[config.mk]
export PLATFORM = sky130hd
export DESIGN_NAME = chse_ctrl
export DESIGN_NICKNAME = d
export VERILOG_FILES = /design/src/rtl/chse_pkg.sv /design/src/rtl/chse_ctrl.sv
export SDC_FILE = /design/constraint.sdc
export NUM_CORES = 1
export LEC_CHECK = 0
export ABC_CLOCK_PERIOD_IN_PS = 4010
export BUFFER_PORTS_ARGS = -buffer_cell sky130_fd_sc_hd__buf_4
export CAP_MARGIN = 40
export CORE_UTILIZATION = 55
export DETAILED_ROUTE_END_ITERATION = 7
export PLACE_DENSITY = 0.83
export REMOVE_ABC_BUFFERS = 1
export SLEW_MARGIN = 25
export SYNTH_ARGS = -nofsm -noshare
export SYNTH_HDL_FRONTEND = slang
export SYNTH_SLANG_ARGS = --single-unit
[constraint.sdc]
create_clock -name clk_i -period 4.01 [get_ports clk_i]
set_input_delay 0.802 -clock clk_i [delete_from_list [all_inputs] [get_ports clk_i]]
set_output_delay 0.802 -clock clk_i [all_outputs]
set_load 0.05 [all_outputs]
[src/rtl/chse_pkg.sv]
// ----------------------------------------------------------------------------
// chse_pkg
// Shared types, constants and search functions of the combination hash-sum
// engine.
// ----------------------------------------------------------------------------
package chse_pkg;

  localparam int unsigned HASH_W  = 64;
  localparam int unsigned IDX_W   = 6;   // card index, decks up to 64 cards
  localparam int unsigned SLOT_W  = 3;   // board size and slot pointer
  localparam int unsigned COUNT_W = 22;
  localparam int unsigned CFG_W   = 3;

  localparam logic [HASH_W-1:0] MIX_C1 = 64'hff51afd7ed558ccd;
  localparam logic [HASH_W-1:0] MIX_C2 = 64'hc4ceb9fe1a85ec53;
  localparam int unsigned MIX_SHIFT = 33;

  localparam logic [SLOT_W-1:0] MIN_BOARD = 3'd3;

  typedef enum logic [2:0] {
    ST_IDLE,
    ST_HASH,
    ST_LIMIT,
    ST_FILL,
    ST_RUN,
    ST_DRAIN,
    ST_DONE
  } chse_state_e;

  // controller to datapath
  typedef struct packed {
    logic              start;   // latch free set, clear sums, hash the hole set
    logic              limit;   // find top position of slot ptr
    logic              fill;    // slot ptr = next free after slot ptr-1
    logic              adv;     // slot ptr = next free after itself
    logic              issue;   // hash the current board
    logic              finish;  // fold into total, load the result
    logic [SLOT_W-1:0] ptr;
  } chse_cmd_t;

  // datapath to controller
  typedef struct packed {
    logic hash_done;
    logic found_last;
    logic pipe_busy;
  } chse_stat_t;

  typedef struct packed {
    logic             found;
    logic [IDX_W-1:0] idx;
  } chse_find_t;

  // lowest set bit
  function automatic chse_find_t find_first(logic [HASH_W-1:0] v);
    chse_find_t r;
    r = '0;
    for (int i = HASH_W - 1; i >= 0; i--) begin
      if (v[i]) begin
        r.found = 1'b1;
        r.idx   = IDX_W'(i);
      end
    end
    return r;
  endfunction

  // highest set bit
  function automatic chse_find_t find_last(logic [HASH_W-1:0] v);
    chse_find_t r;
    r = '0;
    for (int i = 0; i < HASH_W; i++) begin
      if (v[i]) begin
        r.found = 1'b1;
        r.idx   = IDX_W'(i);
      end
    end
    return r;
  endfunction

endpackage

[src/rtl/chse_ctrl.sv]
// ----------------------------------------------------------------------------
// chse_ctrl
// Controller: sequences hashing, slot setup, board walk and result handoff.
// ----------------------------------------------------------------------------
module chse_ctrl #(
  parameter int unsigned MAX_BOARD = 5
) (
  input  logic                        clk_i,
  input  logic                        rst_ni,
  input  logic                        in_valid_i,
  output logic                        in_ready_o,
  output logic                        out_valid_o,
  input  logic                        out_ready_i,
  input  logic [chse_pkg::SLOT_W-1:0] k_last_i,
  input  chse_pkg::chse_stat_t        stat_i,
  input  logic [MAX_BOARD-1:0]        at_max_i,
  output chse_pkg::chse_cmd_t         cmd_o
);

  chse_pkg::chse_state_e       state_q, state_d;
  logic [chse_pkg::SLOT_W-1:0] ptr_q, ptr_d;
  logic                        out_valid_q, out_valid_d;
  logic [chse_pkg::SLOT_W-1:0] carry_slot;
  logic                        carry_found;

  // deepest slot below the last one that can still move up
  always_comb begin
    carry_slot  = '0;
    carry_found = 1'b0;
    for (int i = 0; i < MAX_BOARD - 1; i++) begin
      if (chse_pkg::SLOT_W'(i) < k_last_i && !at_max_i[i]) begin
        carry_slot  = chse_pkg::SLOT_W'(i);
        carry_found = 1'b1;
      end
    end
  end

  always_ff @(posedge clk_i or negedge rst_ni) begin
    if (!rst_ni) begin
      state_q     <= chse_pkg::ST_IDLE;
      ptr_q       <= '0;
      out_valid_q <= 1'b0;
    end else begin
      state_q     <= state_d;
      ptr_q       <= ptr_d;
      out_valid_q <= out_valid_d;
    end
  end

  always_comb begin
    state_d     = state_q;
    ptr_d       = ptr_q;
    cmd_o       = '0;
    cmd_o.ptr   = ptr_q;
    in_ready_o  = 1'b0;
    out_valid_d = out_valid_q && !out_ready_i;
    case (state_q)
      chse_pkg::ST_IDLE: begin
        in_ready_o = 1'b1;
        if (in_valid_i) begin
          cmd_o.start = 1'b1;
          state_d     = chse_pkg::ST_HASH;
        end
      end
      chse_pkg::ST_HASH: begin
        if (stat_i.hash_done) begin
          ptr_d   = k_last_i;
          state_d = chse_pkg::ST_LIMIT;
        end
      end
      chse_pkg::ST_LIMIT: begin
        cmd_o.limit = 1'b1;
        if (!stat_i.found_last) begin
          state_d = chse_pkg::ST_DRAIN;
        end else if (ptr_q == '0) begin
          state_d = chse_pkg::ST_FILL;
        end else begin
          ptr_d = ptr_q - 1'b1;
        end
      end
      chse_pkg::ST_FILL: begin
        cmd_o.fill = 1'b1;
        if (ptr_q == k_last_i) begin
          state_d = chse_pkg::ST_RUN;
        end else begin
          ptr_d = ptr_q + 1'b1;
        end
      end
      chse_pkg::ST_RUN: begin
        cmd_o.issue = 1'b1;
        if (!at_max_i[k_last_i]) begin
          cmd_o.adv = 1'b1;
          cmd_o.ptr = k_last_i;
        end else if (carry_found) begin
          cmd_o.adv = 1'b1;
          cmd_o.ptr = carry_slot;
          ptr_d     = carry_slot + 1'b1;
          state_d   = chse_pkg::ST_FILL;
        end else begin
          state_d = chse_pkg::ST_DRAIN;
        end
      end
      chse_pkg::ST_DRAIN: begin
        if (!stat_i.pipe_busy) begin
          state_d = chse_pkg::ST_DONE;
        end
      end
      chse_pkg::ST_DONE: begin
        if (!out_valid_q || out_ready_i) begin
          cmd_o.finish = 1'b1;
          out_valid_d  = 1'b1;
          state_d      = chse_pkg::ST_IDLE;
        end
      end
      default: begin
        state_d = chse_pkg::ST_IDLE;
      end
    endcase
  end

  assign out_valid_o = out_valid_q;

endmodule

# After elaboration in Yosys (flattened, before gate mapping)
# Cells that the tools add are included.
totals:
  register_bits: 7
classes:
  addsub: 3
  magnitude_cmp: 5
  n_eq_ne: 18
  n_mux: 41
  reduce_logical: 17
op_table:
  columns: ["cell", "n"]
  rows:
  - ["2-to-1 mux 3 bit", 20]
  - ["case mux 3 bit (7 select lines)", 1]
  - ["!= test 2 bit (second input constant)", 10]
  - ["2-to-1 mux 1 bit", 17]
  - ["AND reduction 7 bit", 2]
  - ["case mux 3 bit (4 select lines)", 1]
  - ["equality test 3 bit (second input constant)", 3]
  - ["adder 3 x 1 -> 3 bit (second input constant)", 2]
  - ["equality test 3 x 2 -> 1 bit (second input constant)", 2]
  - ["zero test 1 bit", 6]
  - ["zero test 3 bit", 2]
  - ["< comparator 1 x 3 -> 1 bit (first input constant)", 2]
  - ["< comparator 2 x 3 -> 1 bit (first input constant)", 2]
  - ["logical AND 1 bit", 5]
  - ["< comparator 3 x 4 -> 1 bit (second input constant)", 1]
  - ["nonzero test 4 bit", 1]
  - ["binary-select mux 1 bit (select 3 bit)", 1]
  - ["equality test 3 x 1 -> 1 bit (second input constant)", 1]
  - ["equality test 3 bit", 1]
  - ["!= test 3 bit (second input constant)", 1]
  - ["subtractor 3 x 1 -> 3 bit (second input constant)", 1]
  - ["2-to-1 mux 2 bit", 1]
  - ["logical OR 1 bit", 1]

# Longest topological paths before layout
# Gate-level depths: netlist (run 1).
depth:
  depth_word: 9
  mapped_depth: 12
  ltp_nobuf: 11

# Least setup slack after synthesis (run 1)
# Ideal clock, no wire load.
synth_timing:
  kind: "input -> output"
  start: "input k_last_i[1] (netlist bit)"
  end: "output cmd_o[2] (netlist bit)"
  arrival_time_ns: 3.131
  setup_slack_ns: 0.077
  stages: 6
  path_cell_list: "buf_6 mux2_4 a22oi_2 nand2b_1 a21oi_1 o21ai_0"
synth_rtl:
  columns: ["element", "line", "rtl"]
  rows:
  - ["from (decl)", "chse_ctrl.sv:14", "input logic [chse_pkg::SLOT_W-1:0] k_last_i,"]
  - ["to (decl)", "chse_ctrl.sv:17", "output chse_pkg::chse_cmd_t cmd_o"]

==> impl_summary.txt, run 1 <==
----------------------------------------------------
[GRT]
  GRT overflow ... 0
  Global router's overall resource usage ... 0.2641
  Via count of the first global-routing pass ... 829
  Initial antenna violation count ... 0
  First-pass GRT wire length ... 3684 um
  Pin count of the biggest net entering global routing ... 19

[Routing]
  First drt pass iteration count ... 4
  DRC marker count from the first detailed-route iteration ... 30
  Routed length on met3 ... 148 um
  Met2 Wirelength ... 1112 um
  Residual antenna-violating net count after detailed routing ... 0
  Total wire length after detailed routing ... 2279 um
  Highest metal layer with signal wires ... met4
  Vias post-DR ... 902
  Count of unresolved DRC violations after routing ... 0
  DR vias/cell ... 5.895
  Routed metal-1 wire length ... 1001 um
  Wirelength per Cell ... 14.90 um

[Synth]
  Part of the Yosys area used for sequential elements ... 0.1889
  Share of async-settable or async-resettable flops after synthesis ... 1.000
  Synthesized netlist cell count ... 118
  Yosys top cell by area ... dfrtp_1
  Share of Yosys cell area claimed by the top area cell type ... 0.1889
  Dominant cells by area after synthesis ... dfrtp_1 (19%), mux2_4 (6.5%), a21oi_1 (5.4%)
  Count of flip-flops with a built-in enable after synthesis ... 0
  Yosys cell types ... 44
  Synth Register Bits ... 7
  Synthesis Warnings ... 0
  Post-synthesis instance area ... 927.1 um2
  Average instance area after synthesis ... 7.857 um2
  Main synth FF type ... dfrtp_1

[Layout]
  Share of the core filled with cells in the final layout ... 0.7192
  Layout cells sized above 1 ... 0.3139
  Area growth from synthesis to layout ... 19.57%
  Total area of sequential cells ... 175.2 um2
  Number of fill cells ... 138
  Final net count ... 156
  Antenna Diode Count ... 0
  Multi-input logic area ... 665.6 um2

[Power and ir drop]
  Max rail drop VDD ... 0.5728 mV
  Power density over the cells ... 902.5 nW/um2
  Standby leakage power ... 0.5266 nW
  Sum of internal, switching and leakage power ... 1.000 mW

[Timing]
  Total negative slack ... 0 ps
  Finish-stage setup viols ... 0
  Final period demand of the worst path ... 3186 ps
  Fin Hold WS ... 354.4 ps
  Max-slew violation count ... 0
  Final hold violation count ... 0
  RSZ-0062 raised after global routing ... no
  Layout Skew ... 1.523 ps
  Final Cycle Share ... 0.7945
  Maximum operating frequency ... 313.9 MHz
  Transition at the pin with the smallest max-transition slack ... 515.6 ps
  Worst rel slew slack ... 0.6563

[Worst setup path]
  Cell with the biggest individual delay on the critical path ... mux2_2
  Worst reg2reg path startpoint ... state_q[2]
  Family of cells with the greatest summed delay on the critical path ... compound AO/OA/AOI/OAI gates
  WP data arrival ... 2380 ps
  Worst reg-to-reg setup slack ... 1440 ps
  Required time worst endpoint ... 3210 ps
  Critical register-to-register path endpoint ... ptr_q[1]
  Peak fanout along the critical path ... 11
  Sum of buffers and inverters on the critical path ... 2
  CP peak stage delay ... 350 ps
  Cell repeated most along the worst path ... buf_4
  Ordered list of cells on the worst path ... buf_4 -> mux2_2 -> a22oi_2 -> nand2b_1 -> and2_0 -> o32ai_1 -> buf_4
  Critical path launch point type ... input pin
  Kind of end point of the critical path ... output port
  Path type of the worst setup path ... input pin to output port
  Number of cells traversed by the worst register-to-register path ... 9

[Placed design]
  Number of buffers inserted by port buffering ... 25
  Half-perimeter wire length of the detailed placement result ... 1767 um
  Last weighted congestion value of the routability-driven placer ... 0.8811

[Run]
  Max-cap violations ... 0

[Clock tree]
  Count of instances resized after the clock tree is built ... 0
  Hold bufs inserted after CTS ... 0
  Clock Root Buffer ... clkbuf_4
  Latest clock arrival within the worst-skew pair ... 240 ps
  TritonCTS buffer count ... 3
  Post-CTS Setup Inserts ... 0
  CTS sink count ... 7
  H-tree levels ... 1
  Maximum count of clock buffers along a single path ... 2
  Clock transition time at the flip-flop clock pins of the worst setup and hold paths ... 50 ps
  CTS tree ... built

[Die]
  Row count ... 14
  Effective utilization at floorplan ... 0.6015
  Die Footprint ... 1854 um2
  Die height ... 43.06 um
  Horizontal extent of the die ... 43.06 um
  Top-level I/O count ... 26
  Floorplan core area ... 1541 um2

[Hold path]
  Hold Crit Class ... input pin to async pin

[Run status]
  Result of the run ... finished, final reports clean

----------------------------------------------------
==> synthesized netlist by cell type (2+ instances only) <==
cell / n
a21oi_1: 10
a32oi_1: 2
buf_2: 3
clkbuf_1: 5
dfrtp_1: 7
ha_1: 3
inv_1: 9
mux2_2: 4
mux2_4: 4
mux2i_1: 2
nand2_1: 9
nand2b_1: 7
nor2_1: 6
nor2b_1: 5
nor3_1: 4
o21ai_0: 6
o22ai_1: 3
xor2_1: 3
==> worst register-to-register path: stages (launching register included) <==
cell,delay (ps)
dfrtp_1,650
or3b_4,540
nand2_1,100
o21ai_0,100
ha_1,340
nand2_1,70
o21ai_0,80
a32oi_1,160
o21ai_0,130
mux2_2,290
==> worst max-delay path by stage <==
stage	from	endpoint	slack (ps)	depth (start not counted)
2_1_floorplan	k_last_i[1]	cmd_o[2]	110	5
3_3_place_gp	k_last_i[1]	cmd_o[1]	890	7
3_5_place_dp	k_last_i[1]	cmd_o[1]	860	7
4_1_cts	k_last_i[1]	cmd_o[1]	850	7
5_1_grt	k_last_i[1]	cmd_o[1]	730	7
6_report	k_last_i[1]	cmd_o[1]	820	7
==> metrics by stage <==
step,setup slack (ps),area (um2),std cells
2_1_floorplan,108.2,874.6,108
3_3_place_gp,893.0,1082,149
3_5_place_dp,861.7,1082,149
4_1_cts,851.5,1109,153
5_1_grt,729.7,1109,153
6_report,824.1,1109,153
==> layer usage <==
metal | up-vias | global-route usage
met5 | - | 0
met3 | 2 | 0.04255
met1 | 409 | 0.3537
met4 | 0 | 0.1152
met2 | 34 | 0.4182
li1 | 457 | -
==> report_power, final <==
| part | leakage (nW) | internal [mW] | switching, mW |
|---|---|---|---|
| Combinational | 0.425 | 0.311 | 0.439 |
| Clock | 0.0150 | 0.0378 | 0.0230 |
| Sequential | 0.0863 | 0.108 | 0.0824 |
==> layout make-up <==
cell class              instances  area share
multi-input cells              92      0.6005
repair buffers                 25      0.1693
inverters                       9     0.03047
clock buffers                   4     0.02370
flip-flops and latches          7      0.1580
well taps                      16     0.01806
==> placed cells by master, fill, tap and decap left out, types with 2 or more instances in the layout <==
cell	n
buf_4	25
a21oi_1	10
inv_1	9
nand2_1	9
nand2b_1	7
dfrtp_1	7
nor2_1	6
o21ai_0	6
nor2b_1	5
mux2_2	4
mux2_4	4
nor3_1	4
o22ai_1	3
xor2_1	3
ha_1	3
clkbuf_4	3
mux2i_1	2
a32oi_1	2
==> flip-flops by register name, summed over array words and instances, names as in the netlist <==
signal and cells:
ptr_q 3, state_q 3, out_valid_o 1
==> kinds of logic (layout without fill, tap and decap cells) <==
logic type | count (synthesis) | after routing | synth area share
adder cells (fa/ha/maj) | 3 | 3 | 0.04049
flip-flops | 7 | 7 | 0.1889
AND/OR/NAND/NOR | 40 | 40 | 0.2402
XOR/XNOR | 4 | 4 | 0.03779
AO/OA/AOI/OAI | 35 | 35 | 0.2645
buffers and inverters | 19 | 38 | 0.09311
multiplexers | 10 | 10 | 0.1350
Note: power is estimated with default switching activity, not from simulation.
==> run 2: changes to the inputs <==
Settings changed: ABC_CLOCK_PERIOD_IN_PS 4010 to 2680, CORE_UTILIZATION 55 to 46, PLACE_DENSITY 0.83 to 0.74.
Clock period 4.01 ns to 2.68 ns, I/O delays scaled along.
==> impl_summary.txt, run 2 (same netlist as run 1, synthesis figures left out) <==
----------------------------------------------------
[Die]
  Die height ... 46.90 um (was 43.06 um)
  Floorplan core area ... 1802 um2 (was 1541 um2)
  Row count ... 15 (was 14)
  Horizontal extent of the die ... 46.90 um (was 43.06 um)
  Die Footprint ... 2199 um2 (was 1854 um2)
  Effective utilization at floorplan ... 0.5146 (was 0.6015)
  Top-level I/O count ... 26 (unchanged)

[Clock tree]
  Hold bufs inserted after CTS ... 0 (unchanged)
  Maximum count of clock buffers along a single path ... 2 (unchanged)
  CTS sink count ... 7 (unchanged)
  H-tree levels ... 1 (unchanged)
  TritonCTS buffer count ... 3 (unchanged)
  CTS tree ... built (unchanged)
  Clock transition time at the flip-flop clock pins of the worst setup and hold paths ... 50 ps (about the same)
  Clock Root Buffer ... clkbuf_4 (unchanged)
  Latest clock arrival within the worst-skew pair ... 250 ps (was 240 ps)
  Post-CTS Setup Inserts ... 0 (unchanged)
  Count of instances resized after the clock tree is built ... 0 (unchanged)

[Routing]
  Routed metal-1 wire length ... 1125 um (was 1001 um)
  First drt pass iteration count ... 4 (unchanged)
  Residual antenna-violating net count after detailed routing ... 0 (unchanged)
  Total wire length after detailed routing ... 2386 um (was 2279 um)
  Routed length on met3 ... 117 um (was 148 um)
  Highest metal layer with signal wires ... met3 (was met4)
  DRC marker count from the first detailed-route iteration ... 19 (was 30)
  Wirelength per Cell ... 14.29 um (was 14.90 um)
  Met2 Wirelength ... 1143 um (was 1112 um)
  Vias post-DR ... 953 (was 902)
  DR vias/cell ... 5.707 (was 5.895)
  Count of unresolved DRC violations after routing ... 0 (unchanged)

[Timing]
  Final hold violation count ... 0 (unchanged)
  Final Cycle Share ... 0.9786
  RSZ-0062 raised after global routing ... no (unchanged)
  Total negative slack ... 0 ps (unchanged)
  Worst rel slew slack ... 0.7441 (was 0.6563)
  Finish-stage setup viols ... 0 (unchanged)
  Final period demand of the worst path ... 2623 ps
  Transition at the pin with the smallest max-transition slack ... 383.8 ps (was 515.6 ps)
  Max-slew violation count ... 0 (unchanged)
  Layout Skew ... 1.724 ps (was 1.523 ps)
  Fin Hold WS ... 84.84 ps (was 354.4 ps)
  Maximum operating frequency ... 381.3 MHz

[Layout]
  Final standard cell count with taps included and fillers excluded ... 167 (was 153)
  Final Instance Area ... 1157 um2 (was 1109 um2)
  Commonest non-fill, non-tap cells in the layout ... buf_4 (30), a21oi_1 (10), inv_1 (9), nand2_1 (9) (was buf_4 (25), a21oi_1 (10), inv_1 (9), nand2_1 (9))
  Area growth from synthesis to layout ... 24.83% (was 19.57%)
  Antenna Diode Count ... 0 (unchanged)
  Final net count ... 161 (was 156)
  Layout cells sized above 1 ... 0.3380 (was 0.3139)
  Most common cell after layout, fill and taps aside ... buf_4 (unchanged)

[Power and ir drop]
  Sum of internal, switching and leakage power ... 1.532 mW (was 1.000 mW)
  Power density over the cells ... 1324 nW/um2 (was 902.5 nW/um2)
  Max rail drop VDD ... 0.8703 mV (was 0.5728 mV)
  Standby leakage power ... 0.5514 nW (was 0.5266 nW)
  Cell internal pwr ... 0.7141 mW (was 0.4564 mW)
  Switching power ... 0.8181 mW (was 0.5441 mW)
  Share of total power in combinational logic ... 0.800 (was 0.749)
  Clock share of power ... 0.063 (was 0.061)
  Net Sw Frac ... 0.5339 (was 0.5438)
  Sequential share of power ... 0.137 (was 0.190)

[Worst setup path]
  Peak fanout along the critical path ... 11 (unchanged)
  WP data arrival ... 2090 ps (was 2380 ps)
  Ordered list of cells on the worst path ... buf_4 -> mux2_2 -> a22oi_2 -> nand2b_1 -> and2_0 -> o32ai_1 -> buf_4 (unchanged)
  Cell with the biggest individual delay on the critical path ... mux2_2 (unchanged)
  Path type of the worst setup path ... input pin to output port (unchanged)
  Worst reg-to-reg setup slack ... 550 ps (was 1440 ps)
  Family of cells with the greatest summed delay on the critical path ... compound AO/OA/AOI/OAI gates (unchanged)
  Critical path launch point type ... input pin (unchanged)
  Cell repeated most along the worst path ... buf_4 (unchanged)
  Sum of buffers and inverters on the critical path ... 2 (unchanged)
  CP peak stage delay ... 360 ps (was 350 ps)
  Kind of end point of the critical path ... output port (unchanged)
  Critical register-to-register path endpoint ... ptr_q[1] (unchanged)
  Worst reg2reg path startpoint ... state_q[1] (was state_q[2])
  Required time worst endpoint ... 2140 ps (was 3210 ps)
  Number of cells traversed by the worst register-to-register path ... 9 (unchanged)

[Run]
  Max-cap violations ... 0 (unchanged)

[Hold path]
  Hold Crit Class ... input pin to async pin (unchanged)

[GRT]
  Global router's overall resource usage ... 0.2407 (was 0.2641)
  GRT overflow ... 0 (unchanged)
  First-pass GRT wire length ... 3712 um (was 3684 um)
  Pin count of the biggest net entering global routing ... 18 (was 19)
  Via count of the first global-routing pass ... 809 (was 829)
  Initial antenna violation count ... 0 (unchanged)

[Run status]
  Result of the run ... finished, final reports clean (unchanged)

[Placed design]
  Last weighted congestion value of the routability-driven placer ... 0.8215 (was 0.8811)
  Total instance count after detailed placement ... 163 (was 149)
  Number of buffers inserted by port buffering ... 25 (unchanged)
  Half-perimeter wire length of the detailed placement result ... 1860 um (was 1767 um)
  Placed standard-cell area ... 1131 um2 (was 1082 um2)

----------------------------------------------------
-- run 2: cell types whose count changed in the layout (fill, tap and decap cells not counted), sizes merged --
| cell | change |
|---|---|
| buf | +5 |
-- run 2: how the worst max path moves through the flow --
| stage | startpoint | to | cells past startpoint | slack, ps |
|---|---|---|---|---|
| CTS | k_last_i[1] | cmd_o[1] | 7 | 60 |
| floorplan | k_last_i[1] | cmd_o[2] | 5 | -690 |
| detailed placement | k_last_i[1] | cmd_o[1] | 7 | 60 |
| global route | k_last_i[1] | cmd_o[1] | 7 | 3 |
| finish | k_last_i[1] | cmd_o[1] | 7 | 60 |
| global placement | k_last_i[1] | cmd_o[1] | 7 | 150 |
-- run 2: layer usage --
layer | vias up | global-route usage
met4 | 0 | 0.05143
met5 | - | 0
met1 | 449 | 0.3248
met3 | 0 | 0.03846
li1 | 467 | -
met2 | 37 | 0.4056
-- run 2: power groups by stage --
stage / clock network (mW) / logic, mW / registers, mW
3_5_place_dp: 0 / 1.22 / 0.210
3_3_place_gp: 0 / 1.20 / 0.208
4_1_cts: 0.0983 / 1.23 / 0.208
5_1_grt: 0.109 / 1.32 / 0.215
2_1_floorplan: 0 / 0.832 / 0.275
6_report: 0.0963 / 1.23 / 0.210
-- run 2: final cells by class --
| cell class | instances | area, um2 |
|---|---|---|
| Clock buffer | 4 | 26.28 |
| Fill cell | 162 | 644.4 |
| Inverter | 9 | 33.78 |
| Multi-Input combinational cell | 92 | 665.6 |
| Sequential cell | 7 | 175.2 |
| Tap cell | 25 | 31.28 |
| Timing Repair Buffer | 30 | 225.2 |
-- run 2: stage by stage --
stage | utilization | setup slack [ps]
after global routing | 0.6424 | 3.436
after global placement | 0.6278 | 151.8
after floorplan | - | -689.8
final | 0.6424 | 57.36
after detailed placement | 0.6278 | 64.55
after CTS | 0.6424 | 60.97
